`src/rtl/cpi_pkg.sv`:
```
// ----------------------------------------------------------------------------
// cpi_pkg: shared types and constants of the color palette indexer
// Field widths, register codes and the command and status bundles that join
// the controller and the datapath.
// ----------------------------------------------------------------------------
package cpi_pkg;

   // Width of one color channel and of the index and count fields.
   localparam int CHAN_W = 8;

   // Channels that the input transaction carries.
   localparam int PORT_CHANNELS = 4;

   // Index returned for a color that could not be placed in the table.
   localparam logic [CHAN_W-1:0] NOT_INDEXED = 8'd255;

   // Configuration port.
   localparam int CSR_ADDR_W = 3;
   localparam int CSR_DATA_W = 32;
   localparam int CC_W       = 3;
   localparam logic [CC_W-1:0] CC_RESET = 3'd3;

   // Register index, taken from address bit 2 (word address).
   localparam logic REG_CHANNEL_COUNT = 1'b0;

   typedef logic [CHAN_W-1:0] byte_type;
   typedef logic [CC_W-1:0]   chan_count_type;

   // Commands from the controller to the datapath.
   typedef struct packed {
      logic accept;   // capture a new pixel and restart the scan
      logic scan;     // walk the table one entry per cycle
      logic finish;   // insert if needed and load the result register
   } cmd_type;

   // Status from the datapath to the controller.
   typedef struct packed {
      logic hit;      // the compare stage found the key
      logic miss;     // every stored entry has been compared without a match
      logic out_free; // the result register can take a new result
   } status_type;

endpackage

```
`src/rtl/cpi_ctrl.sv`:
```
// ----------------------------------------------------------------------------
// cpi_ctrl: sequencing controller of the palette indexer
// Takes one pixel at a time, runs the table scan and hands the result to
// the output register once it is free.
// ----------------------------------------------------------------------------
module cpi_ctrl (
   input  logic                clock,
   input  logic                reset,
   input  logic                req_valid,
   output logic                req_ready,
   input  cpi_pkg::status_type status,
   output cpi_pkg::cmd_type    cmd
);

   localparam logic [1:0] ST_IDLE = 2'd0;
   localparam logic [1:0] ST_SCAN = 2'd1;
   localparam logic [1:0] ST_DONE = 2'd2;

   logic [1:0] state_ff;
   logic [1:0] state_in;

   always_comb begin
      state_in   = state_ff;
      cmd        = '0;
      req_ready  = 1'b0;
      unique case (state_ff)
         ST_IDLE: begin
            req_ready = 1'b1;
            if (req_valid) begin
               cmd.accept = 1'b1;
               state_in   = ST_SCAN;
            end
         end
         ST_SCAN: begin
            cmd.scan = 1'b1;
            if (status.hit || status.miss) begin
               state_in = ST_DONE;
            end
         end
         ST_DONE: begin
            if (status.out_free) begin
               cmd.finish = 1'b1;
               state_in   = ST_IDLE;
            end
         end
         default: begin
            state_in = ST_IDLE;
         end
      endcase
   end

   always_ff @(posedge clock) begin
      if (reset) begin
         state_ff <= ST_IDLE;
      end else begin
         state_ff <= state_in;
      end
   end

endmodule

```
`config.mk`:
```
export PLATFORM = sky130hd
export DESIGN_NAME = cpi_ctrl
export DESIGN_NICKNAME = d
export VERILOG_FILES = /design/src/rtl/cpi_pkg.sv /design/src/rtl/cpi_ctrl.sv
export SDC_FILE = /design/constraint.sdc
export NUM_CORES = 1
export LEC_CHECK = 0
export ABC_AREA = 1
export BUFFER_PORTS_ARGS = -buffer_cell sky130_fd_sc_hd__buf_2
export CAP_MARGIN = 15
export CORE_AREA = 5 5 42 44
export CTS_CLUSTER_DIAMETER = 40
export DETAILED_ROUTE_END_ITERATION = 10
export DIE_AREA = 0 0 47 49
export GPL_ROUTABILITY_DRIVEN = 0
export PLACE_DENSITY = 0.35
export SYNTH_ARGS = -nofsm -noshare
export SYNTH_HDL_FRONTEND = slang
export SYNTH_SLANG_ARGS = --single-unit
```
`constraint.sdc`:
```
create_clock -name clock -period 1.05 [get_ports clock]
set_input_delay 0.0525 -clock clock [delete_from_list [all_inputs] [get_ports clock]]
set_output_delay 0.0525 -clock clock [all_outputs]
set_load 0.05 [all_outputs]
```
* After elaboration in Yosys (flattened, before gate mapping)
Cells that the tools add are included.
Word-level totals: register bits 2, bits of input ports 6, output and inout bits 4
Cells by class: equal/unequal tests 5, muxes and demuxes 10, reduce and logical (&&, ||, !) cells 3
Operator list (number):
- 2-to-1 mux 1 bit | 6
- 2-to-1 mux 2 bit | 3
- != test 2 bit, second input constant | 3
- case mux 2 bit (3 select lines) | 1
- AND reduction 3 bit | 1
- equality test 2 x 1 -> 1 bit, second input constant | 1
- equality test 2 bit, second input constant | 1
- zero test 2 bit | 1
- logical OR 1 bit | 1

* Depth between registers and ports, before layout
Gate-level depths: netlist of run 1.
depth in word-level cells 3, depth in mapped cells 4, mapped depth without buffers 4

* Worst setup path after synthesis of run 1
No wires, ideal clock.
kind register to output, start point reg state_ff[1], end point out cmd[2] (netlist name), arrival 1.256 ns, required time 0.998 ns, slack -0.259 ns, cell stages (with the launch flop) 4, buffers on the path 0, cell sequence dfxtp_1 -> nor2_2 -> nand2_2 -> inv_1
RTL lines:
- from (decl) | RTL line cpi_ctrl.sv:19 | logic [1:0] state_ff;
- from (signal assigned) | RTL line cpi_ctrl.sv:56 | state_ff <= state_in;
- to (decl) | RTL line cpi_ctrl.sv:12 | output cpi_pkg::cmd_type cmd

==> results of run 1 <==
-- layout make-up --
class                      instances  area, µm²
fill                             173       1150
multi-input combinational         12       76.3
timing repair buffer               9       63.8
sequential                         2       45.0
clock buffer                       3       22.5
tap                               16       20.0
inverter                           5       18.8
-- worst paths after layout --
kind | to | depth (start not counted)
worst max register to register | state_ff[0] | 4
worst min register to register | state_ff[1] | 2
worst min-delay path | state_ff[1] | 2
worst max-delay path | cmd[0] | 4
-- worst max-delay path, delay by kind of cell (launching register included) --
kind	cells	cell delay, ps
flops	1	320
buf+inv	2	240
simple gates	2	150
-- metal layers --
layer / global-route usage, % / share of wire, % / wire, µm
met5: 0 / 0 / 0
met4: 5.53 / 5.3 / 18
met1: 3.49 / 34 / 116
met2: 5.20 / 42 / 142
met3: 4.43 / 18 / 61
-- report_power, final --
group	total, mW	switching [mW]	leakage [nW]	internal, mW
clock network	0.172	0.0463	0.0138	0.126
logic	0.110	0.0720	0.0869	0.0383
registers	0.0886	0.00719	0.0175	0.0814
-- kinds of logic after synthesis --
kind of cell,share of synthesized area [%]
simple gates,40.2
buf+inv,14.7
flops,31.4
compound gates,13.7
-- cell usage in the layout, fill, tap and decap left out --
master	synthesis	final
nand3_1	1	1
a21oi_2	2	2
nor2_1	2	1
clkbuf_4	0	3
nand2_2	1	1
inv_2	1	2
inv_1	4	3
nor2_2	1	1
buf_6	0	3
buf_2	0	6
dfxtp_2	0	1
dfxtp_4	0	1
nand2_1	4	4
nor2_4	1	2
-- repair_timing --
| item | 4_1_cts | 5_1_grt |
|---|---|---|
| pin swaps | 0 | 0 |
| gates resized for setup | 4 | 6 |
| setup endpoints to repair | 3 | 3 |
| endpoints found under the hold margin | 0 | 0 |
==> results.py, run 1 <==
metrics = {
    "outcome": {
        "status": "finished, final reports clean",
    },
    "critical_path": {
        "end_kind": "output pin",
        "cp_slowest_cell": "dfxtp_2",
        "worstPathArrival_ps": 940,
        "r2r-start": "state_ff[0]",
        "max_stage_delay_ps": 320,
        "crit_chain": "inv_2 -> nand2_1 -> nor2_2 -> buf_6",
        "crit_type": "reg -> out",
        "startpoint": "state_ff[0]",
        "start_kind": "flip-flop",
        "worstPathRequired_ps": 1000,
        "worstPathMaxFanout": 3,
        "r2r_slack_ps": 290,
    },
    "clock_tree": {
        "cts_sinks": 2,
        "cts_htree_levels": 1,
        "clk_pin_slew_ps": 30,
        "clock_latency_ps": 230,
        "clockBufferDepth": 2,
        "root_buffer": "clkbuf_4",
        "cts_tree": "yes",
        "ctsHoldBuffers": 0,
        "cts_setup_buffers": 0,
        "cts-buffers-inserted": 3,
    },
    "placed_design": {
        "portBuffers": 9,
        "dpl-instance-area_um2": 200,
        "dp_hpwl_um": 289,
        "post-place-ws_ps": 127,
        "dp_cells": 44,
    },
    "yosys": {
        "yosysSeqAreaShare_pct": 31.4,
        "synth-seq-cells": 2,
        "syn_area_um2": 128,
        "synth_edf_count": 0,
        "synth_nets": 25,
        "synth_top_area_cell": "dfxtp_1",
        "synth_common_cells": "inv_1 (4), nand2_1 (4), a21oi_2 (2), dfxtp_1 (2), nor2_1 (2)",
        "ys_warn_count": 0,
        "ys_async_sr_fraction_pct": 0,
        "synth.area.top_cells": "dfxtp_1 (31%), a21oi_2 (14%), inv_1 (12%), nand2_1 (12%), nor2_4 (8.8%)",
        "syn_avg_cell_area_um2": 6.72,
        "synth_cell_types": 10,
        "synth_top_area_share_pct": 31.4,
        "ys.flop_type": "dfxtp_1",
        "synthCells": 19,
    },
    "timing": {
        "worst_pin_slew_ps": 249,
        "hold_ws_ps": 4.44,
        "fin_crit_sh_pct": 94.3,
        "hold_viol_final": 0,
        "finalSetupViolCount": 0,
        "fin_ws_ps": 59.8,
        "fin_crit_ps": 990,
        "slew_viol_final": 0,
        "tns_ps": 0,
        "relSlewSlack_pct": 83.5,
        "rsz0062_at_grt": "no",
        "fmax_ghz": 1.01,
        "finClkSkew_ps": 0.431,
    },
    "worst_hold_path": {
        "hp-start": "reset",
        "hold_class": "in -> reg",
    },
    "global_routing": {
        "grt_util_all_layers_pct": 4.43,
        "grt_pass1_vias": 166,
        "grt_max_degree": 5,
        "antenna_found_initial": 0,
        "grt_overflow_total": 0,
        "grt_pass1_wl_um": 572,
    },
    "floorplanning": {
        "die_y_um": 49,
        "io_pins": 10,
        "rows": 14,
        "coreArea_um2": 1400,
        "die_x_um": 47,
        "die-area_um2": 2300,
        "start_util_pct": 9.11,
    },
    "routing": {
        "firstDrtPassIters": 2,
        "route.detailed.drc": 0,
        "vias_per_cell": 3.30,
        "postRouteAntennaNets": 0,
        "wl_per_cell_um": 7.19,
        "dr_total_vias": 155,
        "drt-initial-drc-count": 2,
        "wirelength_um": 338,
    },
    "layout": {
        "diodes": 0,
        "final_layout_size_suffix_gt1_share_pct": 71.0,
        "fin_cells": 47,
        "fin_nets": 39,
        "area.growth.synth_to_final_pct": 93.1,
        "reg_top3": "state_ff: 2 flops",
        "final_area_um2": 246,
        "utilization_pct": 17.6,
        "largest_register_ffs": 2,
        "regMostFlops": "state_ff",
    },
    "pwr": {
        "power_mw": 0.371,
        "ir_drop_v": 0.000219,
        "leakage_nw": 0.118,
        "power_density_nw_per_um2": 1510,
    },
    "run": {
        "max_cap_viol_count": 0,
    },
}
Note: power is estimated with default switching activity, not from simulation.
==> inputs of run 2 (changes only) <==
Clock period 1.05 ns to 1.22 ns, I/O delays scaled along.
==> results.py, run 2 (same netlist as run 1, synthesis figures left out) <==
metrics = {
    "critical_path": {
        "worstPathArrival_ps": 1030,
        "end_kind": "output pin",
        "cpLargestDelayFamily": "flip-flops",
        "r2r-start": "state_ff[0]",
        "max_stage_delay_ps": 370,
        "crit_type": "reg -> out",
        "worstPathRequired_ps": 1160,
        "r2r_end": "state_ff[1]",
        "crit_chain": "inv_2 -> nor2_4 -> buf_2",
        "worstPathMaxFanout": 3,
        "cp_slowest_cell": "dfxtp_1",
        "start_kind": "flip-flop",
        "reg2reg_depth": 4,
        "r2r_slack_ps": 450,
        "crit_buf_inv": 2,
    },
    "timing": {
        "fmax_ghz": 0.919,
        "rsz0062_at_grt": "no",
        "slew_viol_final": 0,
        "tns_ps": 0,
        "fin_crit_ps": 1090,
        "relSlewSlack_pct": 83.5,
        "finClkSkew_ps": 0.376,
        "hold_viol_final": 0,
        "finalSetupViolCount": 0,
        "worst_pin_slew_ps": 250,
        "hold_ws_ps": 22.9,
        "fin_crit_sh_pct": 89.2,
    },
    "worst_hold_path": {
        "holdPathEnd": "state_ff[1]",
        "hp-start": "reset",
        "min_path_cells": 2,
        "hold_class": "in -> reg",
    },
    "run": {
        "max_cap_viol_count": 0,
    },
    "floorplanning": {
        "io_pins": 10,
        "die-area_um2": 2300,
        "die_x_um": 47,
        "coreArea_um2": 1400,
        "rows": 14,
        "die_y_um": 49,
        "start_util_pct": 9.11,
    },
    "routing": {
        "vias_per_cell": 3.15,
        "drt-initial-drc-count": 0,
        "route.detailed.drc": 0,
        "dr_total_vias": 148,
        "postRouteAntennaNets": 0,
        "wirelength_um": 338,
        "wl_per_cell_um": 7.19,
        "firstDrtPassIters": 1,
    },
    "clock_tree": {
        "clk_pin_slew_ps": 30,
        "ctsHoldBuffers": 0,
        "cts_sinks": 2,
        "cts_htree_levels": 1,
        "clock_latency_ps": 220,
        "clockBufferDepth": 2,
        "cts_resized": 0,
        "cts_tree": "yes",
        "cts-buffers-inserted": 3,
        "cts_setup_buffers": 0,
        "root_buffer": "clkbuf_4",
    },
    "layout": {
        "final_common_cell": "buf_2",
        "fin_nets": 39,
        "diodes": 0,
        "fillers": 172,
        "reg_top3": "state_ff: 2 flops",
        "largest_register_ffs": 2,
        "mostFrequentLayoutCells": "buf_2 (8), inv_1 (4), nand2_1 (4), clkbuf_4 (4)",
        "area.growth.synth_to_final_pct": 75.5,
        "regMostFlops": "state_ff",
        "final_layout_size_suffix_gt1_share_pct": 61.3,
    },
    "placed_design": {
        "portBuffers": 9,
    },
    "pwr": {
        "power_density_nw_per_um2": 1370,
        "leakage_nw": 0.115,
        "ir_drop_v": 0.000252,
    },
    "outcome": {
        "status": "finished, final reports clean",
    },
    "global_routing": {
        "grt_pass1_wl_um": 517,
        "grt_util_all_layers_pct": 4.29,
        "grt_overflow_total": 0,
        "grt_pass1_vias": 144,
        "antenna_found_initial": 0,
        "grt_max_degree": 5,
    },
}
[run 2: cell type report]
cell class	count	area, µm²	area share (%)
timing repair buffer	9	47.5	21.2
tap	16	20.0	8.94
inverter	5	18.8	8.38
sequential	2	41.3	18.4
multi-input combinational	12	73.8	33.0
clock buffer	3	22.5	10.1
[run 2: power breakdown]
group	switching [mW]	total [mW]	leakage (nW)	internal (mW)
clock	0.0362	0.145	0.0138	0.108
sequential	0.00619	0.0769	0.0169	0.0708
combinational	0.0595	0.0843	0.0845	0.0249
total	0.102	0.306	0.115	0.204
[run 2: worst max-delay path by stage]
stage | startpoint | endpoint | slack [ps] | cells past startpoint
finish | state_ff[0] | cmd[1] | 130 | 3
global route | state_ff[0] | cmd[2] | 60 | 4
CTS | state_ff[1] | cmd[0] | 50 | 3
detailed placement | state_ff[1] | cmd[0] | 300 | 3
global placement | state_ff[1] | cmd[0] | 300 | 3
floorplan | state_ff[1] | cmd[0] | 7 | 2
[run 2: metrics by stage]
| stage | power [mW] | setup slack, ps | util [%] | instance area (µm²) | instances |
|---|---|---|---|---|---|
| floorplan | 0.140 | 7.08 | - | 133 | 19 |
| global placement | 0.162 | 298 | 14.1 | 198 | 44 |
| detailed placement | 0.163 | 300 | 14.1 | 198 | 44 |
| CTS | 0.320 | 54.6 | 15.7 | 220 | 47 |
| global route | 0.334 | 56.9 | 16.0 | 224 | 47 |
| finish | 0.306 | 132 | 16.0 | 224 | 47 |
[run 2: metal layers]
| layer | up-vias | global-route usage [%] | routed length (µm) |
|---|---|---|---|
| met5 | - | 0 | 0 |
| met4 | 0 | 6.91 | 0 |
| met3 | 0 | 4.43 | 57 |
| met2 | 7 | 4.52 | 159 |
| met1 | 61 | 3.06 | 121 |
| li1 | 80 | - | - |
==> inputs of run 3 (changes only) <==
Settings changed: REMOVE_ABC_BUFFERS from default to 1.
==> results.py, run 3 (same netlist as run 1, synthesis figures left out) <==
metrics = {
    "routing": {
        "postRouteAntennaNets": 0,
        "wirelength_um": 331,
        "wl_per_cell_um": 7.04,
        "drt-initial-drc-count": 0,
        "route.detailed.drc": 0,
        "dr_total_vias": 143,
        "vias_per_cell": 3.04,
        "firstDrtPassIters": 1,
    },
    "layout": {
        "mostFrequentLayoutCells": "buf_2 (9), inv_1 (4), nand2_1 (4)",
        "final_layout_size_suffix_gt1_share_pct": 58.1,
        "final_common_cell": "buf_2",
        "fillers": 166,
        "largest_register_ffs": 2,
        "reg_top3": "state_ff: 2 flops",
        "regMostFlops": "state_ff",
        "area.growth.synth_to_final_pct": 68.6,
        "fin_nets": 39,
        "diodes": 0,
    },
    "pwr": {
        "power_mw": 0.302,
        "p_comb_share_pct": 27.3,
        "p_int_mw": 0.202,
        "switching_share_pct": 33.2,
        "seqPwrFrac_pct": 24.8,
        "ir_drop_v": 0.000184,
        "leakage_nw": 0.114,
        "clkPwrFrac_pct": 47.9,
        "power_density_nw_per_um2": 1400,
        "p_switching_mw": 0.101,
    },
    "clock_tree": {
        "cts_setup_buffers": 0,
        "ctsHoldBuffers": 0,
        "cts_sinks": 2,
        "clk_pin_slew_ps": 30,
        "clock_latency_ps": 220,
        "clockBufferDepth": 2,
        "root_buffer": "clkbuf_4",
        "cts-buffers-inserted": 3,
        "cts_tree": "yes",
        "cts_resized": 0,
        "cts_htree_levels": 1,
    },
    "outcome": {
        "status": "finished, final reports clean",
    },
    "critical_path": {
        "startpoint": "state_ff[1]",
        "start_kind": "flip-flop",
        "worstPathMaxFanout": 4,
        "worstPathArrival_ps": 1060,
        "end_kind": "output pin",
        "crit_type": "reg -> out",
        "cp_slowest_cell": "dfxtp_1",
        "worstPathRequired_ps": 1160,
        "reg2reg_depth": 2,
        "r2r_slack_ps": 480,
        "r2r-start": "state_ff[1]",
        "r2r_end": "state_ff[1]",
        "crit_chain": "nor2_2 -> nand2_2 -> inv_1 -> buf_2",
        "max_stage_delay_ps": 350,
    },
    "global_routing": {
        "grt_pass1_vias": 140,
        "grt_max_degree": 5,
        "grt_overflow_total": 0,
        "grt_util_all_layers_pct": 3.87,
        "grt_pass1_wl_um": 469,
        "antenna_found_initial": 0,
    },
    "worst_hold_path": {
        "min_path_cells": 2,
        "holdPathEnd": "state_ff[0]",
        "hp-start": "reset",
        "hold_class": "in -> reg",
    },
    "timing": {
        "fin_crit_ps": 1120,
        "fin_crit_sh_pct": 91.7,
        "hold_viol_final": 0,
        "finalSetupViolCount": 0,
        "fin_ws_ps": 101,
        "finClkSkew_ps": 1.17,
        "worst_pin_slew_ps": 250,
        "fmax_ghz": 0.894,
        "slew_viol_final": 0,
        "rsz0062_at_grt": "no",
        "relSlewSlack_pct": 83.4,
    },
    "run": {
        "max_cap_viol_count": 0,
    },
    "floorplanning": {
        "coreArea_um2": 1400,
        "die_y_um": 49,
        "rows": 14,
        "start_util_pct": 9.11,
        "die-area_um2": 2300,
        "io_pins": 10,
        "die_x_um": 47,
    },
    "placed_design": {
        "dp_hpwl_um": 279,
        "portBuffers": 9,
        "post-place-ws_ps": 320,
    },
}
## run 3: layout make-up
cell class / count / area, µm² / share of cell area (%)
clock buffer: 3 / 22.5 / 10.5
inverter: 5 / 18.8 / 8.72
multi-input combinational: 12 / 68.8 / 32.0
sequential: 2 / 40.0 / 18.6
tap: 16 / 20.0 / 9.30
timing repair buffer: 9 / 45.0 / 20.9
## run 3: power groups by stage
| stage | clock (mW) | combinational [mW] | sequential, mW |
|---|---|---|---|
| detailed placement | 0 | 0.0839 | 0.0759 |
| finish | 0.145 | 0.0825 | 0.0750 |
| floorplan | 0 | 0.0615 | 0.0755 |
| global route | 0.159 | 0.0888 | 0.0762 |
| global placement | 0 | 0.0834 | 0.0761 |
| CTS | 0.158 | 0.0840 | 0.0750 |
## run 3: worst max path at each step
stage | to | slack [ps] | depth (start not counted)
final | cmd[2] | 100 | 4
after global routing | cmd[2] | 4 | 4
after CTS | cmd[2] | 80 | 4
after detailed placement | cmd[2] | 320 | 4
after global placement | cmd[2] | 320 | 4
after floorplan | cmd[2] | -100 | 3
## run 3: worst max-delay path: cells and delay by family, from the launching register on
kind / cells / cell delay, ps
flops: 1 / 350
buf+inv: 2 / 300
simple gates: 2 / 190
## run 3: stage by stage
step,cells,instance area [µm²],util [%],setup TNS [ps],hold slack (ps)
floorplan,19,128,-,-97.3,123
global placement,44,193,13.8,0,254
detailed placement,44,193,13.8,0,259
CTS,47,215,15.4,0,17.4
global route,47,215,15.4,0,35.3
finish,47,215,15.4,0,29.5
## run 3: metal layers
layer / global-route usage (%) / vias to the layer above / wire, µm
li1: - / 79 / -
met1: 2.84 / 57 / 115
met2: 4.07 / 7 / 155
met3: 3.32 / 0 / 61
met4: 6.91 / 0 / 0
met5: 0 / - / 0
